### config.mk
export PLATFORM = sky130hd
export DESIGN_NAME = tab_to_space_expander
export DESIGN_NICKNAME = d
export VERILOG_FILES = /design/src/rtl/tse_pkg.sv /design/src/rtl/tse_step.sv /design/src/rtl/tab_to_space_expander.sv
export SDC_FILE = /design/constraint.sdc
export NUM_CORES = 1
export LEC_CHECK = 0
export BUFFER_PORTS_ARGS = -buffer_cell sky130_fd_sc_hd__buf_2
export CAP_MARGIN = 20
export CORE_MARGIN = 2
export CORE_UTILIZATION = 35
export CTS_CLUSTER_SIZE = 20
export DETAILED_ROUTE_END_ITERATION = 10
export GPL_ROUTABILITY_DRIVEN = 0
export PLACE_DENSITY_LB_ADDON = 0.1
export SLEW_MARGIN = 20
export SYNTH_ARGS = -nofsm -noshare
export SYNTH_HDL_FRONTEND = slang
export SYNTH_SLANG_ARGS = --single-unit
### constraint.sdc
create_clock -name i_clk -period 6 [get_ports i_clk]
set_clock_uncertainty 0.15 [all_clocks]
set_input_delay 1.8 -clock i_clk [delete_from_list [all_inputs] [get_ports i_clk]]
set_output_delay 1.8 -clock i_clk [all_outputs]
set_load 0.05 [all_outputs]
### src/rtl/tse_pkg.sv
// Package for the tab-to-space expander: character codes, mode codes and
// the structs passed between the step logic and the top level.
// No dependencies.
package tse_pkg;

    // Character codes.
    localparam logic [7:0] CH_TAB     = 8'h09;
    localparam logic [7:0] CH_SPACE   = 8'h20;
    localparam logic [7:0] CH_NEWLINE = 8'h0A;

    // Pending blank count saturates at the largest 16-bit value.
    localparam logic [15:0] PENDING_MAX = 16'hFFFF;

    // Filter mode codes.
    localparam logic [1:0] MODE_BYPASS   = 2'd0;
    localparam logic [1:0] MODE_LEADING  = 2'd1;
    localparam logic [1:0] MODE_COMBINED = 2'd2;
    localparam logic [1:0] MODE_ALL      = 2'd3;

    // Configuration register indexes.
    localparam logic [7:0] REG_FILTER_MODE = 8'd0;
    localparam logic [7:0] REG_TAB_WIDTH   = 8'd1;

    typedef struct packed {
        logic [1:0] filter_mode;
        logic [7:0] tab_width;
    } t_cfg;

    typedef struct packed {
        logic [7:0]  tab_phase;
        logic [15:0] pending_spaces;
        logic        nonspace_seen;
    } t_line_state;

    typedef struct packed {
        logic [7:0]  out_byte;
        logic [15:0] space_count;
    } t_result;

endpackage

### src/rtl/tse_step.sv
// Step logic of the tab-to-space expander: from the line state, the
// configuration and one byte it forms the next line state and the result.
// Depends on tse_pkg.
module tse_step
    import tse_pkg::*;
(
    input  t_cfg        i_cfg,
    input  t_line_state i_state,
    input  logic [7:0]  i_byte,
    output t_line_state o_state,
    output logic        o_emit,
    output t_result     o_result
);

    logic        bypass;
    logic        tracks_line;
    logic        is_tab;
    logic        leading_tab;
    logic        stop_tab;
    logic [7:0]  add_amt;
    logic [16:0] add_sum;
    logic [15:0] pending_sat;
    logic [8:0]  phase_inc;
    logic [7:0]  phase_next;

    // Decode the mode and the kind of byte.
    assign bypass      = (i_cfg.filter_mode == MODE_BYPASS) || (i_cfg.tab_width == 8'd0);
    assign tracks_line = (i_cfg.filter_mode == MODE_LEADING)
                      || (i_cfg.filter_mode == MODE_COMBINED);
    assign is_tab      = (i_byte == CH_TAB);
    assign leading_tab = is_tab && tracks_line && !i_state.nonspace_seen;
    assign stop_tab    = is_tab && !leading_tab && (i_cfg.filter_mode != MODE_LEADING);

    // Blanks to add: a full stop, the rest of the stop, or one space.
    always_comb begin
        if (leading_tab) begin
            add_amt = i_cfg.tab_width;
        end else if (stop_tab) begin
            add_amt = i_cfg.tab_width - i_state.tab_phase;
        end else begin
            add_amt = 8'd1;
        end
    end

    assign add_sum     = {1'b0, i_state.pending_spaces} + {9'd0, add_amt};
    assign pending_sat = add_sum[16] ? PENDING_MAX : add_sum[15:0];

    // Column advance, wrapping at the tab width.
    assign phase_inc  = {1'b0, i_state.tab_phase} + 9'd1;
    assign phase_next = (phase_inc >= {1'b0, i_cfg.tab_width}) ? 8'd0 : phase_inc[7:0];

    always_comb begin
        o_state              = i_state;
        o_emit               = 1'b1;
        o_result.out_byte    = i_byte;
        o_result.space_count = i_state.pending_spaces;
        if (bypass) begin
            o_result.space_count = 16'd0;
        end else if (leading_tab) begin
            o_state.pending_spaces = pending_sat;
            o_emit                 = 1'b0;
        end else if (stop_tab) begin
            o_state.pending_spaces = pending_sat;
            o_state.tab_phase      = 8'd0;
            o_emit                 = 1'b0;
        end else if (i_byte == CH_SPACE) begin
            o_state.pending_spaces = pending_sat;
            o_state.tab_phase      = phase_next;
            o_emit                 = 1'b0;
        end else if (i_byte == CH_NEWLINE) begin
            // Only the leading-tabs mode keeps trailing blanks.
            if (i_cfg.filter_mode != MODE_LEADING) begin
                o_result.space_count = 16'd0;
            end
            o_state.tab_phase      = 8'd0;
            o_state.pending_spaces = 16'd0;
            if (tracks_line) begin
                o_state.nonspace_seen = 1'b0;
            end
        end else begin
            // Ordinary byte, or a later tab in the leading-tabs mode.
            o_state.pending_spaces = 16'd0;
            o_state.tab_phase      = phase_next;
            if (tracks_line) begin
                o_state.nonspace_seen = 1'b1;
            end
        end
    end

endmodule

### src/rtl/tab_to_space_expander.sv
// Top level of the tab-to-space expander: configuration registers, input
// register, line state and result register. Depends on tse_pkg, tse_step.
//
// The block takes one text byte per transfer and turns tabs into counts of
// spaces. In bypass every byte passes with a zero count; otherwise blanks and
// expanded tabs are held back and make no result, and each ordinary byte or
// newline comes out as one result carrying the number of spaces to place
// before it. Throughput is one byte per clock unless the result stream stalls
// a byte that makes a result. A byte passes the input register; the step
// logic then updates the line state and fills the result register in the
// same cycle. The only recurrence is the line state update, short adds and
// compares. Write filter_mode (index 0) and tab_width (index 1) only while
// the block is idle; a tab_width write restarts the column count.
module tab_to_space_expander
    import tse_pkg::*;
(
    input  logic        i_clk,
    input  logic        i_rst_n,
    // Configuration write channel.
    input  logic        i_cfg_valid,
    output logic        o_cfg_ready,
    input  logic [7:0]  i_cfg_index,
    input  logic [7:0]  i_cfg_data,
    // Input stream.
    input  logic        s_axis_tvalid,
    output logic        s_axis_tready,
    input  logic [7:0]  s_axis_tdata,   // [7:0] in_byte
    // Result stream.
    output logic        m_axis_tvalid,
    input  logic        m_axis_tready,
    output logic [23:0] m_axis_tdata    // [15:0] space_count, [23:16] out_byte
);

    t_cfg        r_cfg;
    t_line_state r_state;
    t_line_state n_state;
    logic        r_in_valid;
    logic [7:0]  r_in_byte;
    logic        r_out_valid;
    t_result     r_out_data;
    t_result     step_result;
    logic        step_emit;
    logic        advance;
    logic        cfg_write;

    tse_step u_step (
        .i_cfg    (r_cfg),
        .i_state  (r_state),
        .i_byte   (r_in_byte),
        .o_state  (n_state),
        .o_emit   (step_emit),
        .o_result (step_result)
    );

    // The held byte moves on when it makes no result or the result slot frees.
    assign advance       = r_in_valid && (!step_emit || !r_out_valid || m_axis_tready);
    assign s_axis_tready = !r_in_valid || advance;
    assign o_cfg_ready   = 1'b1;
    assign cfg_write     = i_cfg_valid && o_cfg_ready;

    // Configuration registers and line state.
    always_ff @(posedge i_clk) begin
        if (!i_rst_n) begin
            r_cfg   <= '0;
            r_state <= '0;
        end else begin
            if (advance) begin
                r_state <= n_state;
            end
            if (cfg_write && (i_cfg_index == REG_FILTER_MODE)) begin
                r_cfg.filter_mode <= i_cfg_data[1:0];
            end
            if (cfg_write && (i_cfg_index == REG_TAB_WIDTH)) begin
                r_cfg.tab_width   <= i_cfg_data;
                r_state.tab_phase <= 8'd0;
            end
        end
    end

    // Input register.
    always_ff @(posedge i_clk) begin
        if (!i_rst_n) begin
            r_in_valid <= 1'b0;
        end else if (s_axis_tready) begin
            r_in_valid <= s_axis_tvalid;
        end
    end

    always_ff @(posedge i_clk) begin
        if (s_axis_tvalid && s_axis_tready) begin
            r_in_byte <= s_axis_tdata;
        end
    end

    // Result register.
    always_ff @(posedge i_clk) begin
        if (!i_rst_n) begin
            r_out_valid <= 1'b0;
        end else if (advance && step_emit) begin
            r_out_valid <= 1'b1;
        end else if (m_axis_tready) begin
            r_out_valid <= 1'b0;
        end
    end

    always_ff @(posedge i_clk) begin
        if (advance && step_emit) begin
            r_out_data <= step_result;
        end
    end

    assign m_axis_tvalid = r_out_valid;
    assign m_axis_tdata  = r_out_data;

endmodule

==> results of run 1 <==
## final timing paths
kind              slack, ns           from            end  depth (start not counted)
setup / recovery       1.55  m_axis_tready  s_axis_tready                          5
hold / removal         0.33     r_state[1]     r_state[1]                          2
setup reg to reg       1.97   r_in_byte[4]    r_state[13]                         11
hold reg to reg        0.33     r_state[1]     r_state[1]                          2
## state kept, by name (all words and copies together) (netlist names)
register       count
r_cfg             10
r_in_byte          8
r_in_valid         1
r_state           25
m_axis_tdata      24
m_axis_tvalid      1
## cells in the final DEF (no fill, tap or decap), types with 4 or more instances in the layout
master	n
edfxtp_1	32
and2_1	19
a21oi_1	29
clkbuf_16	9
nand2_1	25
dfxtp_1	37
a22o_1	6
nand3_1	15
o21ai_1	16
mux2i_1	13
nor2_1	26
xnor2_1	11
and3_1	7
a31oi_1	4
nor3_1	11
nand4_1	9
buf_2	54
nand3b_1	4
o21ai_0	5
nor2b_1	8
xor2_1	4
inv_1	26
ha_1	26
## synth_stat cells, types with 4 or more instances
cell type  number
a31oi_1         4
clkbuf_1        4
mux2i_1        13
a21oi_1        29
nand3_1        15
nor2b_1         8
nand2_1        25
edfxtp_1       32
xor2_1          4
o21ai_0         5
a22o_1          6
nor2_1         27
and2_1         19
inv_1          26
nand3b_1        4
nand4_1         9
nor3_1         11
ha_1           26
dfxtp_1        37
xnor2_1        11
o21ai_1        16
and3_1          7
## cells by family after synthesis
logic type                 after synthesis  share of synthesized area [%]
and+or+nand+nor                        150                          21.38
other                                    1                        0.09467
AOI/OAI and AO/OA                       90                          15.73
adders and majority gates               28                          9.223
DFF                                     69                          42.96
muxes                                   13                          3.285
xor gates and xnor gates                15                          3.316
buffers and inverters                   37                          4.011
## power by group
part	switching (mW)	total [mW]	internal, mW
Sequential	0.00492	0.508	0.503
Clock	0.216	0.543	0.327
Combinational	0.0423	0.0571	0.0148
Total	0.264	1.11	0.844
## stage by stage
| step | util [%] | instance area [sq um] | std cells |
|---|---|---|---|
| 6_report | 42.73 | 4673 | 605 |
| 5_1_grt | 42.73 | 4673 | 605 |
| 3_3_place_gp | 39.90 | 4363 | 589 |
| 3_5_place_dp | 39.94 | 4368 | 589 |
| 4_1_cts | 42.73 | 4673 | 605 |
| 2_1_floorplan | - | 3961 | 403 |
## per-layer routing
layer	wire (microns)	up-vias	global-route usage [%]
li1	-	1589	-
met4	127	0	6.964
met3	314	8	2.998
met5	0	-	0
met2	4051	60	25.37
met1	4137	1421	20.28
## final cells by class
cell class / count / share of cell area (%)
timing repair buffer: 55 / 5.944
clock inverter: 7 / 1.714
sequential: 69 / 36.41
inverter: 28 / 2.249
tap: 140 / 3.748
clock buffer: 9 / 4.819
multi-input combinational: 297 / 45.11
## worst max-delay path: stages
cell      delay, ns
buf_2          0.10
nand2b_1       0.17
nor2_1         0.17
inv_1          0.06
buf_2          0.21
==> reports/qor.yml, run 1 <==
vias: 3078
cts.sinks: 69
arrival_ns: 2.50
grt_first_pass_wirelength_microns: 14290
netlist.area_leader.share_pct: 24.26
synth_top_area_cell: "edfxtp_1"
async_flop_share_pct: 0
chipWidth_microns: 110.4
seqCellArea_sq_um: 1702
drive_gt1_share_pct: 19.78
ys_seq_area_share_pct: 42.96
ys.flop_type: "dfxtp_1"
cp_max_fo: 3
drtIter0Drc: 84
setup_slack_ns: 1.553
routed_wirelength_microns: 8630
rsz0062_at_grt: "false"
p_total_mw: 1.108
drv_slew: 0
firstDrtPassIters: 4
clockBufferDepth: 2
place_ws_ns: 1.545
drc: 0
finalSetupTns_ns: 0
ir_drop_uv: 118.2
routed_via_density: 5.088
final.min_clock_period_ns: 4.447
routedWlPerCell_microns: 14.26
grt_overflow: 0
multi_input_area_sq_um: 2108
syn_area_per_cell_sq_um: 9.830
dp_hpwl_microns: 6536
holdWs_ns: 0.3271
p_leak_nw: 1.888
initial_core_util_pct: 36.22
hp-class: "register to register"
num_io_pins: 56
core-area_sq_um: 10940
clk_latency_ns: 0.34
cts_root_buf: "clkbuf_16"
dieArea_sq_um: 12180
h-tree-depth: 3
final_nets: 517
setup_viol: 0
grt_pass1_vias: 2889
tightest_slew_ns: 0.8384
cts_hold_buffers: 0
clock.fmax_mhz: 224.8
grt_max_degree: 25
maxSlewHeadroom_pct: 43.90
yosys_warnings: 0
status: "finished clean"
required_ns: 4.05
antenna-diode-count: 0
cts_tree: "yes"
synth_edf_count: 32
ys_ff_latch: 69
syn2layout_area_growth_pct: 17.97
fillers: 1111
synth_fp_nets: 460
yosys-top-cells-area: "edfxtp_1 (24%), dfxtp_1 (19%), ha_1 (8.2%)"
antenna_found_initial: 0
ant_nets: 0
netlist-cell-type-count: 67
finalHoldViolCount: 0
die_y_microns: 110.4
post-cts-setup-buffers: 0
worstSetupPathType: "input pin to output pin"
max_cap_viol_count: 0
path_clk_slew_ns: 0.05
cts_buffers: 9
powerDensity_nw_per_um2: 237.0
end_kind: "output pin"
synthCells: 403
row_count: 38
fin_crit_sh_pct: 74.12
synth_area_sq_um: 3961
worstSetupStartpointType: "input pin"
portBuffers: 54
grtUsageTotal_pct: 15.65
cts_resized: 0
No activity file was read; power rests on OpenSTA's default activity.
==> inputs of run 2 (changes only) <==
clock period = 4.2 ns   (was 6 ns; I/O delays follow)
==> run 2 against run 1 <==
Non-clock buffer count grew 5; wire length grew 2.6%; core utilization grew 0.30 points; die area is the same; first-iteration DRC count grew 49%; via count grew 0.97%; total power grew 45%; critical endpoint unchanged; highest routed layer unchanged.
==> reports/qor.yml, run 2 (synthesis results as in run 1) <==
fin_crit_sh_pct: 89.29
vias: 3108
layout_common_cells: "buf_2 (54), dfxtp_1 (37), edfxtp_1 (32)"
antenna_found_initial: 0
drive_gt1_share_pct: 20.64
critical-path-slowest-cell: "or4_4"
die_y_microns: 110.4
path_buf_inv: 2
maxSlewHeadroom_pct: 45.60
finish.utilization_pct: 43.03
path_delay_family: "simple AND/OR/NAND/NOR gates"
cts_hold_buffers: 0
initial_core_util_pct: 36.22
post-route-cell-area_sq_um: 4706
arrival_ns: 2.34
max_cap_viol_count: 0
status: "finished clean"
routedWlPerCell_microns: 14.52
setup_viol: 0
clk_latency_ns: 0.34
finalNonFillerCells: 610
dpl.cell_count: 594
layout_commonest_cell: "buf_2"
final.min_clock_period_ns: 3.750
grt_overflow: 0
finalSetupTns_ns: 0
h-tree-depth: 3
cts_root_buf: "clkbuf_16"
hold_depth: 2
required_ns: 2.79
grt_pass1_vias: 2958
antenna-diode-count: 0
clock.fmax_mhz: 266.7
seqCellArea_sq_um: 1702
routed_wirelength_microns: 8856
worstSetupStartpointType: "register"
power.switching_uw: 394.1
end_kind: "output pin"
drv_slew: 0
p_clk_share_pct: 49.5
routed_via_density: 5.095
final_nets: 522
firstDrtPassIters: 4
top_register: "r_state"
grt_max_degree: 25
hp-class: "register to register"
chipWidth_microns: 110.4
powerDensity_nw_per_um2: 340.2
num_io_pins: 56
rr_worst_depth: 12
placed_cell_area_sq_um: 4400
finalHoldViolCount: 0
multi_input_area_sq_um: 2103
largest_reg_flops: 25
p_comb_share_pct: 5.2
fillers: 1105
grt_first_pass_wirelength_microns: 14370
path_cells: "or4_4 -> nor2_2 -> o21ai_2 -> o21ai_1 -> nor2_1 -> inv_1 -> buf_2"
cts.sinks: 69
dp_hpwl_microns: 6700
cp_max_fo: 7
portBuffers: 54
row_count: 38
core-area_sq_um: 10940
cts_tree: "yes"
post-cts-setup-buffers: 0
crit_cells: 7
internal_power_mw: 1.207
path_clk_slew_ns: 0.06
clockBufferDepth: 2
dieArea_sq_um: 12180
cts_resized: 0
tightest_slew_ns: 0.8130
grtUsageTotal_pct: 15.80
seqPwrFrac_pct: 45.3
drtIter0Drc: 125
p_leak_nw: 1.914
syn2layout_area_growth_pct: 18.79
p_sw_share_pct: 24.62
ir_drop_uv: 164.2
drc: 0
worstSetupPathType: "register to output pin"
rsz0062_at_grt: "false"
slowest_delay_ns: 0.60
cts_buffers: 9
ant_nets: 0
## run 2: cell count changes in the layout (fill, tap and decap cells not counted), sizes merged
cell / before / now
buf: 55 / 60
## run 2: metrics by stage
stage               worst slack [ns]  total power [mW]  hold WS [ns]
global placement              0.5178            0.8232        0.3097
detailed placement            0.4570            0.8244        0.3252
finish                        0.4499             1.601        0.3282
CTS                           0.4084             1.617        0.3309
global route                  0.1073             1.651        0.3462
floorplan                     0.6065            0.7936        0.2947
## run 2: final timing paths
kind / slack (ns) / start / end
max: 0.45 / r_in_byte[4] / s_axis_tready
min: 0.33 / r_state[1] / r_state[1]
max reg2reg: 0.46 / r_in_byte[4] / r_state[3]
min reg2reg: 0.33 / r_state[1] / r_state[1]
## run 2: final cells by class
type	count	share of cell area [%]
inverter	28	2.233
clock inverter	7	1.702
timing repair buffer	60	6.700
sequential	69	36.16
clock buffer	9	4.786
tap	140	3.722
multi-input combinational	297	44.70
## run 2: tightest hold or removal path, cell delays in order, from the launching register on
cell and delay (ns):
dfxtp_1 0.32, nand2_1 0.06, a21oi_1 0.05
## run 2: power by group through the flow
stage | logic, mW | registers, mW | clock network, mW
floorplan | 0.0238 | 0.770 | 0
global placement | 0.0833 | 0.740 | 0
detailed placement | 0.0842 | 0.740 | 0
CTS | 0.0843 | 0.725 | 0.807
global route | 0.0890 | 0.727 | 0.835
finish | 0.0829 | 0.725 | 0.792
## run 2: routing by layer
layer / wire, microns / GRT usage [%]
met1: 4275 / 20.49
met2: 4016 / 25.02
met3: 359 / 3.351
met5: 0 / 0
met4: 204 / 7.589
==> inputs of run 3 (changes only) <==
GPL_TIMING_DRIVEN = 0   (was not set)
==> run 3 against run 2 <==
Core utilization up 0.24 points; sequential share of layout area decreased by 0.20 points; fmax decreased by 2.0%; via count rose by 2.2%; largest cell class unchanged.
==> reports/qor.yml, run 3 (synthesis results as in run 1) <==
status: "finished clean"
required_ns: 2.79
grt_pass1_vias: 3044
ir_drop_uv: 213.0
drc: 0
end_kind: "output pin"
p_leak_nw: 1.922
routedWlPerCell_microns: 14.37
final.min_clock_period_ns: 3.826
met2_usage_pct: 25.46
drtIter0Drc: 117
path_buf_inv: 2
portBuffers: 54
fin_crit_sh_pct: 91.10
dieArea_sq_um: 12180
largest_reg_flops: 25
hp-class: "register to register"
clockBufferDepth: 2
num_io_pins: 56
cts_tree: "yes"
path_cells: "or4_4 -> nor2_2 -> o21ai_2 -> o21ai_1 -> nor2_1 -> inv_1 -> buf_2"
ant_nets: 0
worstSetupPathType: "register to output pin"
vias: 3175
cts_buffers: 9
tightest_slew_ns: 0.7342
layout_commonest_cell: "buf_2"
top_register: "r_state"
h-tree-depth: 3
rsz0062_at_grt: "false"
maxSlewHeadroom_pct: 50.95
chipWidth_microns: 110.4
max_cap_viol_count: 0
cts_hold_buffers: 0
grt_overflow: 0
use_met1_pct: 20.41
path_clk_slew_ns: 0.06
clk_latency_ns: 0.33
use_met3_pct: 3.292
grt_max_degree: 25
grtUsageTotal_pct: 15.63
grt.busiest_layer: "met2"
core-area_sq_um: 10940
antenna_found_initial: 0
worstSetupStartpointType: "register"
finish.utilization_pct: 43.27
antenna-diode-count: 0
finalHoldViolCount: 0
syn2layout_area_growth_pct: 19.46
die_y_microns: 110.4
setup_viol: 0
slowest_delay_ns: 0.61
drv_slew: 0
routed_wirelength_microns: 8853
clock.fmax_mhz: 261.3
initial_core_util_pct: 36.22
finalSetupTns_ns: 0
dp_hpwl_microns: 6706
grt_first_pass_wirelength_microns: 14650
firstDrtPassIters: 4
arrival_ns: 2.42
path_delay_family: "simple AND/OR/NAND/NOR gates"
final_nets: 528
post-route-cell-area_sq_um: 4732
cp_max_fo: 7
cts.sinks: 69
layout_common_cells: "buf_2 (55), dfxtp_1 (37), edfxtp_1 (32)"
cts_root_buf: "clkbuf_16"
powerDensity_nw_per_um2: 323.8
row_count: 38
placed_cell_area_sq_um: 4414
critical-path-slowest-cell: "or4_4"
routed_via_density: 5.154
drive_gt1_share_pct: 20.80
## run 3: cell count changes in the layout (fill, tap and decap cells not counted), sizes merged
cell    previous run  this run
buf               60        62
bufinv             1         0
clkbuf             9        13
inv               31        32
## run 3: final timing paths
kind | startpoint | slack [ns] | cells after the start | end
worst max register to register | r_in_byte[4] | 0.38 | 12 | r_state[11]
worst min-delay path | r_state[5] | 0.33 | 2 | r_state[5]
worst max-delay path | r_in_byte[4] | 0.37 | 7 | s_axis_tready
worst min register to register | r_state[5] | 0.33 | 2 | r_state[5]
## run 3: layout make-up
type,count,area [sq um]
Buffer,9,55.05
Clock buffer,9,225.2
Clock inverter,7,56.30
Fill cell,1113,6203
Inverter,28,105.1
Multi-Input combinational cell,297,2108
Sequential cell,69,1702
Tap cell,140,175.2
Timing Repair Buffer,57,305.3
## run 3: tightest hold or removal path: stages (launching register included)
cell	delay, ns
dfxtp_1	0.32
nand2_1	0.06
a21oi_1	0.05
## run 3: what timing repair did
item                       in CTS  in global routing
pin swaps                       1                  1
hold endpoints to repair        0                  0
setup endpoints to repair       7                 10
resized for setup               0                  2
setup buffers                   1                  2
## run 3: power breakdown
part	switching, mW	leakage (nW)	total, mW	internal, mW
Combinational	0.0616	1.18	0.0848	0.0232
Clock	0.314	0.132	0.722	0.408
Sequential	0.00706	0.611	0.725	0.718
## run 3: per-stage QoR
step / setup slack [ns] / power (mW) / cells / hold WS, ns
finish: 0.3736 / 1.532 / 616 / 0.3269
floorplan: 0.6065 / 0.7936 / 403 / 0.2947
CTS: 0.09858 / 1.554 / 614 / 0.3320
global route: 0.02228 / 1.586 / 616 / 0.3653
detailed placement: -0.06377 / 0.8261 / 597 / 0.3246
global placement: -0.04750 / 0.8243 / 597 / 0.3176
## run 3: layer usage
metal / up-vias / routed length (microns)
met5: - / 0
met4: 0 / 176
met3: 12 / 331
met2: 61 / 4136
met1: 1488 / 4209
li1: 1614 / -
